[src/hdl/assert_macros.svh]
// Assertion helpers for the sorted table unit.
// Both expect i_clk and i_rst_n in the scope where they are used.
`ifndef ASSERT_MACROS_SVH
`define ASSERT_MACROS_SVH

// Same-cycle implication.
`define STI_ASSERT_IMP(lbl, ante, cons) \
    lbl: assert property (@(posedge i_clk) disable iff (!i_rst_n) (ante) |-> (cons)) \
        else $error("sorted table check failed");

// Next-cycle implication.
`define STI_ASSERT_NXT(lbl, ante, cons) \
    lbl: assert property (@(posedge i_clk) disable iff (!i_rst_n) (ante) |=> (cons)) \
        else $error("sorted table check failed");

`endif

[src/hdl/sti_pkg.sv]
`timescale 1ns / 1ps

package sti_pkg;

    localparam int VALUE_W   = 32;
    localparam int FILL_W    = 5;
    localparam int KIND_W    = 2;
    localparam int STATUS_W  = 2;
    localparam int S_TDATA_W = 32;
    localparam int M_TDATA_W = 40;

    localparam logic [KIND_W-1:0] KIND_INSERT = 2'd0;
    localparam logic [KIND_W-1:0] KIND_DELETE = 2'd1;
    localparam logic [KIND_W-1:0] KIND_CLEAR  = 2'd2;
    localparam logic [KIND_W-1:0] KIND_DUMP   = 2'd3;

    localparam logic [STATUS_W-1:0] STAT_DONE      = 2'd0;
    localparam logic [STATUS_W-1:0] STAT_FULL      = 2'd1;
    localparam logic [STATUS_W-1:0] STAT_NOT_FOUND = 2'd2;
    localparam logic [STATUS_W-1:0] STAT_EMPTY     = 2'd3;

    typedef struct packed {
        logic latch;  // capture the incoming request
        logic exec;   // perform the operation and load its result
        logic step;   // emit the head entry and rotate the table
    } t_cmd;

    typedef struct packed {
        logic [KIND_W-1:0] kind;
        logic              empty;
        logic              step_last;
    } t_sts;

    // Flip the sign bit so signed order becomes unsigned order.
    function automatic logic [VALUE_W-1:0] key_of(input logic [VALUE_W-1:0] x);
        return {~x[VALUE_W-1], x[VALUE_W-2:0]};
    endfunction

endpackage

[src/hdl/sti_ctrl.sv]
`timescale 1ns / 1ps

module sti_ctrl
    import sti_pkg::*;
(
    input  logic i_clk,
    input  logic i_rst_n,
    input  logic i_s_valid,
    input  logic i_m_ready,
    input  t_sts i_sts,
    output logic o_s_ready,
    output logic o_m_valid,
    output t_cmd o_cmd
);

    localparam logic [1:0] ST_IDLE = 2'd0;
    localparam logic [1:0] ST_EXEC = 2'd1;
    localparam logic [1:0] ST_DUMP = 2'd2;

    logic [1:0] r_state, n_state;
    logic       r_m_valid, n_m_valid;
    logic       out_free;

    assign out_free  = !r_m_valid || i_m_ready;
    assign o_s_ready = (r_state == ST_IDLE);
    assign o_m_valid = r_m_valid;

    always_comb begin
        n_state     = r_state;
        o_cmd       = '0;
        unique case (r_state)
            ST_IDLE: begin
                if (i_s_valid) begin
                    o_cmd.latch = 1'b1;
                    n_state     = ST_EXEC;
                end
            end
            ST_EXEC: begin
                if (i_sts.kind == KIND_DUMP && !i_sts.empty) begin
                    n_state = ST_DUMP;
                end else if (out_free) begin
                    o_cmd.exec = 1'b1;
                    n_state    = ST_IDLE;
                end
            end
            ST_DUMP: begin
                if (out_free) begin
                    o_cmd.step = 1'b1;
                    if (i_sts.step_last) begin
                        n_state = ST_IDLE;
                    end
                end
            end
            default: n_state = ST_IDLE;
        endcase
    end

    always_comb begin
        if (o_cmd.exec || o_cmd.step) begin
            n_m_valid = 1'b1;
        end else if (i_m_ready) begin
            n_m_valid = 1'b0;
        end else begin
            n_m_valid = r_m_valid;
        end
    end

    always_ff @(posedge i_clk) begin
        if (!i_rst_n) begin
            r_state   <= ST_IDLE;
            r_m_valid <= 1'b0;
        end else begin
            r_state   <= n_state;
            r_m_valid <= n_m_valid;
        end
    end

endmodule

[src/hdl/sti_dp.sv]
`timescale 1ns / 1ps

module sti_dp
    import sti_pkg::*;
#(
    parameter int CAPACITY = 16
) (
    input  logic                   i_clk,
    input  logic                   i_rst_n,
    input  t_cmd                   i_cmd,
    input  logic [KIND_W-1:0]      i_kind,
    input  logic [VALUE_W-1:0]     i_value,
    output t_sts                   o_sts,
    output logic [$clog2(CAPACITY+1)-1:0] o_occ,
    output logic [STATUS_W-1:0]    o_status,
    output logic [VALUE_W-1:0]     o_entry,
    output logic [FILL_W-1:0]      o_fill,
    output logic                   o_last
);

    localparam int OW = $clog2(CAPACITY + 1);

    logic [VALUE_W-1:0]  r_cell [CAPACITY];
    logic [VALUE_W-1:0]  n_cell [CAPACITY];
    logic [OW-1:0]       r_occ, n_occ;
    logic [OW-1:0]       r_idx;
    logic [KIND_W-1:0]   r_kind;
    logic [VALUE_W-1:0]  r_value;

    logic [STATUS_W-1:0] r_status, n_status;
    logic [VALUE_W-1:0]  r_entry, n_entry;
    logic [FILL_W-1:0]   r_fill, n_fill;
    logic                r_last, n_last;

    logic [CAPACITY-1:0] valid, gt, lt, match;
    logic                found, full, empty, step_last;

    assign full      = (r_occ == OW'(CAPACITY));
    assign empty     = (r_occ == '0);
    assign step_last = (r_idx == r_occ - OW'(1));
    assign found     = |match;

    assign o_sts.kind      = r_kind;
    assign o_sts.empty     = empty;
    assign o_sts.step_last = step_last;
    assign o_occ    = r_occ;
    assign o_status = r_status;
    assign o_entry  = r_entry;
    assign o_fill   = r_fill;
    assign o_last   = r_last;

    // Per-cell compare against the request value.
    always_comb begin
        for (int i = 0; i < CAPACITY; i++) begin
            valid[i] = (r_occ > OW'(i));
            gt[i]    = !valid[i] || (key_of(r_cell[i]) > key_of(r_value));
            lt[i]    = valid[i] && (key_of(r_cell[i]) < key_of(r_value));
        end
        match[0] = valid[0] && !lt[0] && (r_cell[0] == r_value);
        for (int i = 1; i < CAPACITY; i++) begin
            match[i] = valid[i] && !lt[i] && lt[i-1] && (r_cell[i] == r_value);
        end
    end

    always_comb begin
        n_cell   = r_cell;
        n_occ    = r_occ;
        n_status = r_status;
        n_entry  = r_entry;
        n_fill   = r_fill;
        n_last   = r_last;
        if (i_cmd.exec) begin
            n_entry  = '0;
            n_last   = 1'b1;
            n_status = STAT_DONE;
            unique case (r_kind)
                KIND_INSERT: begin
                    if (full) begin
                        n_status = STAT_FULL;
                    end else begin
                        // Open a slot at the first greater entry, shift the rest up.
                        if (gt[0]) begin
                            n_cell[0] = r_value;
                        end
                        for (int i = 1; i < CAPACITY; i++) begin
                            if (gt[i]) begin
                                n_cell[i] = gt[i-1] ? r_cell[i-1] : r_value;
                            end
                        end
                        n_occ = r_occ + OW'(1);
                    end
                end
                KIND_DELETE: begin
                    if (found) begin
                        for (int i = 0; i < CAPACITY - 1; i++) begin
                            if (!lt[i]) begin
                                n_cell[i] = r_cell[i+1];
                            end
                        end
                        n_occ = r_occ - OW'(1);
                    end else begin
                        n_status = STAT_NOT_FOUND;
                    end
                end
                KIND_CLEAR: n_occ = '0;
                KIND_DUMP:  n_status = STAT_EMPTY;
                default:    n_status = STAT_DONE;
            endcase
            n_fill = FILL_W'(n_occ);
        end else if (i_cmd.step) begin
            n_status = STAT_DONE;
            n_entry  = r_cell[0];
            n_fill   = FILL_W'(r_occ);
            n_last   = step_last;
            // Rotate the held entries so the next one reaches the head.
            for (int i = 0; i < CAPACITY; i++) begin
                if (r_occ > OW'(i + 1)) begin
                    n_cell[i] = (i + 1 < CAPACITY) ? r_cell[(i + 1) % CAPACITY] : r_cell[i];
                end else if (r_occ == OW'(i + 1)) begin
                    n_cell[i] = r_cell[0];
                end
            end
        end
    end

    always_ff @(posedge i_clk) begin
        if (!i_rst_n) begin
            r_occ  <= '0;
            r_idx  <= '0;
            r_kind <= KIND_INSERT;
        end else begin
            r_occ <= n_occ;
            if (i_cmd.latch) begin
                r_kind <= i_kind;
                r_idx  <= '0;
            end else if (i_cmd.step) begin
                r_idx <= r_idx + OW'(1);
            end
        end
    end

    always_ff @(posedge i_clk) begin
        r_cell   <= n_cell;
        r_status <= n_status;
        r_entry  <= n_entry;
        r_fill   <= n_fill;
        r_last   <= n_last;
        if (i_cmd.latch) begin
            r_value <= i_value;
        end
    end

endmodule

[src/hdl/sorted_table_insert_delete_unit.sv]
// Insert, delete and clear: one result, registered in the exec state once the request is latched
// and the output is free; the compare-and-shift cells work on all entries at once.
// Dump: one entry per cycle as the table rotates, while the output is free. No new request is taken until one is done.
// Reset (synchronous, active low) empties the table and idles the controller;
// stored entries themselves are not cleared.
`timescale 1ns / 1ps
`include "assert_macros.svh"

module sorted_table_insert_delete_unit
    import sti_pkg::*;
#(
    parameter int CAPACITY = 16
) (
    input  logic                  i_clk,
    input  logic                  i_rst_n,
    input  logic                  s_axis_tvalid,
    output logic                  s_axis_tready,
    input  logic [S_TDATA_W-1:0]  s_axis_tdata,   // [31:0] value
    input  logic [KIND_W-1:0]     s_axis_tuser,   // [1:0] kind
    output logic                  m_axis_tvalid,
    input  logic                  m_axis_tready,
    output logic [M_TDATA_W-1:0]  m_axis_tdata,   // [31:0] entry, [36:32] fill, [39:37] zero
    output logic [STATUS_W-1:0]   m_axis_tuser,   // [1:0] status
    output logic                  m_axis_tlast
);

    localparam int OW = $clog2(CAPACITY + 1);

    t_cmd                cmd;
    t_sts                sts;
    logic [OW-1:0]       occ;
    logic [VALUE_W-1:0]  entry;
    logic [FILL_W-1:0]   fill;

    sti_ctrl u_ctrl (
        .i_clk     (i_clk),
        .i_rst_n   (i_rst_n),
        .i_s_valid (s_axis_tvalid),
        .i_m_ready (m_axis_tready),
        .i_sts     (sts),
        .o_s_ready (s_axis_tready),
        .o_m_valid (m_axis_tvalid),
        .o_cmd     (cmd)
    );

    sti_dp #(
        .CAPACITY (CAPACITY)
    ) u_dp (
        .i_clk    (i_clk),
        .i_rst_n  (i_rst_n),
        .i_cmd    (cmd),
        .i_kind   (s_axis_tuser),
        .i_value  (s_axis_tdata),
        .o_sts    (sts),
        .o_occ    (occ),
        .o_status (m_axis_tuser),
        .o_entry  (entry),
        .o_fill   (fill),
        .o_last   (m_axis_tlast)
    );

    assign m_axis_tdata = {(M_TDATA_W - FILL_W - VALUE_W)'(0), fill, entry};

    `STI_ASSERT_IMP(a_occ_bound, 1'b1, occ <= OW'(CAPACITY))
    `STI_ASSERT_NXT(a_busy_after_accept, s_axis_tvalid && s_axis_tready, !s_axis_tready)
    `STI_ASSERT_IMP(a_empty_zero_fill, m_axis_tvalid && m_axis_tuser == STAT_EMPTY, fill == '0 && entry == '0)

endmodule

[config.mk]
export PLATFORM = sky130hd
export DESIGN_NAME = sorted_table_insert_delete_unit
export DESIGN_NICKNAME = d
export VERILOG_FILES = /design/src/hdl/sti_pkg.sv /design/src/hdl/sti_ctrl.sv /design/src/hdl/sti_dp.sv /design/src/hdl/sorted_table_insert_delete_unit.sv
export VERILOG_INCLUDE_DIRS = /design/src /design/src/hdl
export SDC_FILE = /design/constraint.sdc
export NUM_CORES = 2
export LEC_CHECK = 0
export BUFFER_PORTS_ARGS = -buffer_cell sky130_fd_sc_hd__buf_2
export CORE_MARGIN = 10
export CORE_UTILIZATION = 52
export CTS_CLUSTER_DIAMETER = 120
export CTS_CLUSTER_SIZE = 8
export DETAILED_ROUTE_END_ITERATION = 10
export GPL_ROUTABILITY_DRIVEN = 0
export PLACE_DENSITY = 0.71
export RECOVER_POWER = 25
export SYNTH_ARGS = -nofsm -noshare
export SYNTH_HDL_FRONTEND = slang
export SYNTH_SLANG_ARGS = --single-unit
[constraint.sdc]
create_clock -name i_clk -period 6.1 [get_ports i_clk]
set_input_delay 1.22 -clock i_clk [delete_from_list [all_inputs] [get_ports i_clk]]
set_output_delay 1.22 -clock i_clk [all_outputs]
set_load 0.01 [all_outputs]
==> flow_summary.ini <==
[floorplan]
num_rows = 105
die_h_microns = 309
start_util = 0.526
die_w_microns = 309
core-area_sq_um = 82400
dieArea_sq_um = 95300
io_pins = 83

[logic_synthesis]
ys.flop_type = edfxtp_1
ys_seq_area_frac = 0.404
synthTopCellsByArea = edfxtp_1 38%, ha_1 15%, mux2i_1 10%, a22oi_1 7.3%, o21ai_0 6.1%
yosys.area.top_type = edfxtp_1
async_flop_share = 0
synth_edf_count = 551
synth.top_cell.area_share = 0.382
avgSynthCellArea_sq_um = 10.2
yosys_warnings = 0
synth_seq_cells = 599
synth.distinct_cells = 81
syn_area_sq_um = 43400
syn_inst = 4236

[finish]
fillers = 6945
final_core_util = 0.585
num_antenna_cells = 0
area_growth_pct = 11.0
fin_cells = 5398
drive_above_1_share = 0.0887
nNetsFinal = 4830
multiInputGateArea_sq_um = 24500
seq_area_sq_um = 17500

[routing]
routed_wl_microns = 152000
wl_per_cell_microns = 28.2
vias_per_cell = 7.11
ant_nets = 0
route.detailed.drc = 0
first_pass_iters = 10
num_vias = 38400
drt_iter0_drc = 5936

[power_and_ir_drop]
p_switching_mw = 3.04
intPower_mw = 7.81
power.share.clock = 0.413
p_per_area_nw_per_um2 = 225
p_leak_nw = 18.2
power_frac_comb = 0.152
ir_drop_mv = 0.172
switching_share = 0.280
seq_power_share = 0.435

[cts]
post_cts_buffers = 0
hold_buffers = 0
cts_resized = 0
root_buffer = clkbuf_16
clk_path_buf_depth = 3
cts_buffers = 84
cts_tree = done
htreeDepth = 3
clock_latency_ns = 0.65
cts.sinks = 599
clkSlewWorstSetupHoldPaths_ns = 0.05

[placed_design]
place_inst = 5258
place_ws_ns = 0.791
port_buffers = 79
detailed_place_hpwl_microns = 111000

[sta]
finalHoldViolations = 0
final.min_clock_period_ns = 5.80
setup_ws_ns = 0.297
period_share = 0.951
maxClockFrequency_mhz = 172
rsz0062_at_grt = false
slew_headroom = -1.56
clock_skew_ns = 0.0274
setup_violations = 0
tightest_slew_ns = 3.84
tns_ns = 0
drv_slew = 582

[global_routing]
grt_use_total = 0.308
grt_max_degree = 242
grt_pass1_vias = 36600
grt_pass1_wl_microns = 229000
grt_overflow_total = 0
antenna_found_initial = 2

[run_status]
violations = capacitance limit, slew limit
outcome = complete, but fails checks

[worst_setup_path]
worstPathMaxFanout = 32
cp_cell_sequence = inv_1 > clkbuf_1 > ha_1 > a211oi_1 > o22ai_1 > a211oi_1 > a31oi_1 > nor3_1 > or3_1 > nand4_1 > nor3_4 > buf_4 > a211oi_4 > buf_4
path_class = reg -> reg
worst_ep_required_time_ns = 6.44
slowest_stage = nor3_4
critPathLaunchType = flip-flop
end_kind = flip-flop
worst_path_largest_cell_delay_ns = 1.09
worst_ep_arrival_time_ns = 6.14

[worst_hold_path]
hold_class = reg -> reg

[flow_run]
maxCapViolations = 5
metal layers:
metal  global-route usage  up-vias  wire length, microns
met5                    0        -                    11
met4                0.136        2                  7200
met3               0.0813      451                 19700
met2                0.453     2756                 64100
met1                0.423    18400                 61400
li1                     -    16800                     -
cells by family after synthesis:
family | count (synthesis) | share of synthesized area
XOR/XNOR | 10 | 0.00202
AO/OA/AOI/OAI | 1500 | 0.221
other | 1 | 0.0000865
multiplexers | 436 | 0.101
buffers and inverters | 457 | 0.0407
adder cells (fa/ha/maj) | 518 | 0.149
flip-flops | 599 | 0.404
AND/OR/NAND/NOR | 715 | 0.0827
worst max-delay path, delay by kind of cell, from the launching register on:
kind            cells  cell delay [ns]
compound gates      5             1.11
flops               1             0.41
simple gates        4             2.15
fa+ha+maj           1             0.32
buf+inv             4             1.49
cells in the final DEF (no fill, tap or decap), drive strengths merged, types with 48 or more instances in the layout:
| cell | n |
|---|---|
| a21o | 65 |
| a21oi | 213 |
| a22oi | 420 |
| buf | 224 |
| clkbuf | 198 |
| dfxtp | 48 |
| edfxtp | 551 |
| ha | 518 |
| inv | 122 |
| mux2i | 435 |
| nand2 | 212 |
| nand3 | 68 |
| nand4 | 119 |
| nor2 | 122 |
| nor3 | 48 |
| o21ai | 569 |
final cells by class:
class                   count  share of cell area
inverters                 121             0.00943
well taps                1070              0.0278
multi-input cells        3182               0.508
flip-flops and latches    599               0.364
repair buffers            286              0.0413
clock buffers             136              0.0490
clock inverters             4             0.00104
Yosys cell counts, drive strengths merged, types with 8 or more instances:
cell,count
o21ai,569
edfxtp,551
ha,518
mux2i,435
a22oi,420
clkbuf,256
a21oi,213
nand2,212
nor2,122
inv,120
nand4,119
buf,80
nand3,68
a21o,65
dfxtp,48
nor3,48
a211oi,33
a22o,33
a222oi,32
nor4,27
nand2b,20
nor2b,19
or3,19
and2,16
o211ai,15
and4,14
a31oi,12
a221oi,11
o21a,10
o31ai,9
a221o,8
registers in the layout, summed over array words and instances, names as in the netlist:
signal,count
u_dp.r_cell,512
u_dp.o_entry,32
u_dp.r_value,32
u_dp.o_fill,5
u_dp.o_occ,5
u_dp.r_idx,5
u_ctrl.r_state,2
u_dp.o_status,2
u_dp.r_kind,2
u_ctrl.o_m_valid,1
u_dp.o_last,1
stage by stage:
step | total power [mW] | cell area [sq um] | hold WS [ns]
finish | 10.9 | 48200 | 0.476
global placement | 6.34 | 45900 | 0.458
global route | 11.2 | 48200 | 0.500
floorplan | 5.80 | 43400 | 0.438
CTS | 10.8 | 48300 | 0.476
detailed placement | 6.38 | 45900 | 0.462
power groups by stage:
stage	clock network [mW]	logic, mW	registers (mW)
floorplan	0	1.02	4.78
global placement	0	1.54	4.79
detailed placement	0	1.59	4.79
CTS	4.51	1.60	4.71
global route	4.67	1.79	4.73
finish	4.48	1.65	4.72
final timing paths:
path	start	endpoint	slack, ns	cells after the start
worst min-delay path	u_dp.o_entry[10]	u_dp.o_entry[10]	0.48	1
worst max register to register	u_dp.r_value[13]	u_dp.r_cell[190]	0.30	14
worst min register to register	u_dp.o_entry[10]	u_dp.o_entry[10]	0.48	1
worst max-delay path	u_dp.r_value[13]	u_dp.r_cell[190]	0.30	14
No activity file was read; power rests on OpenSTA's default activity.
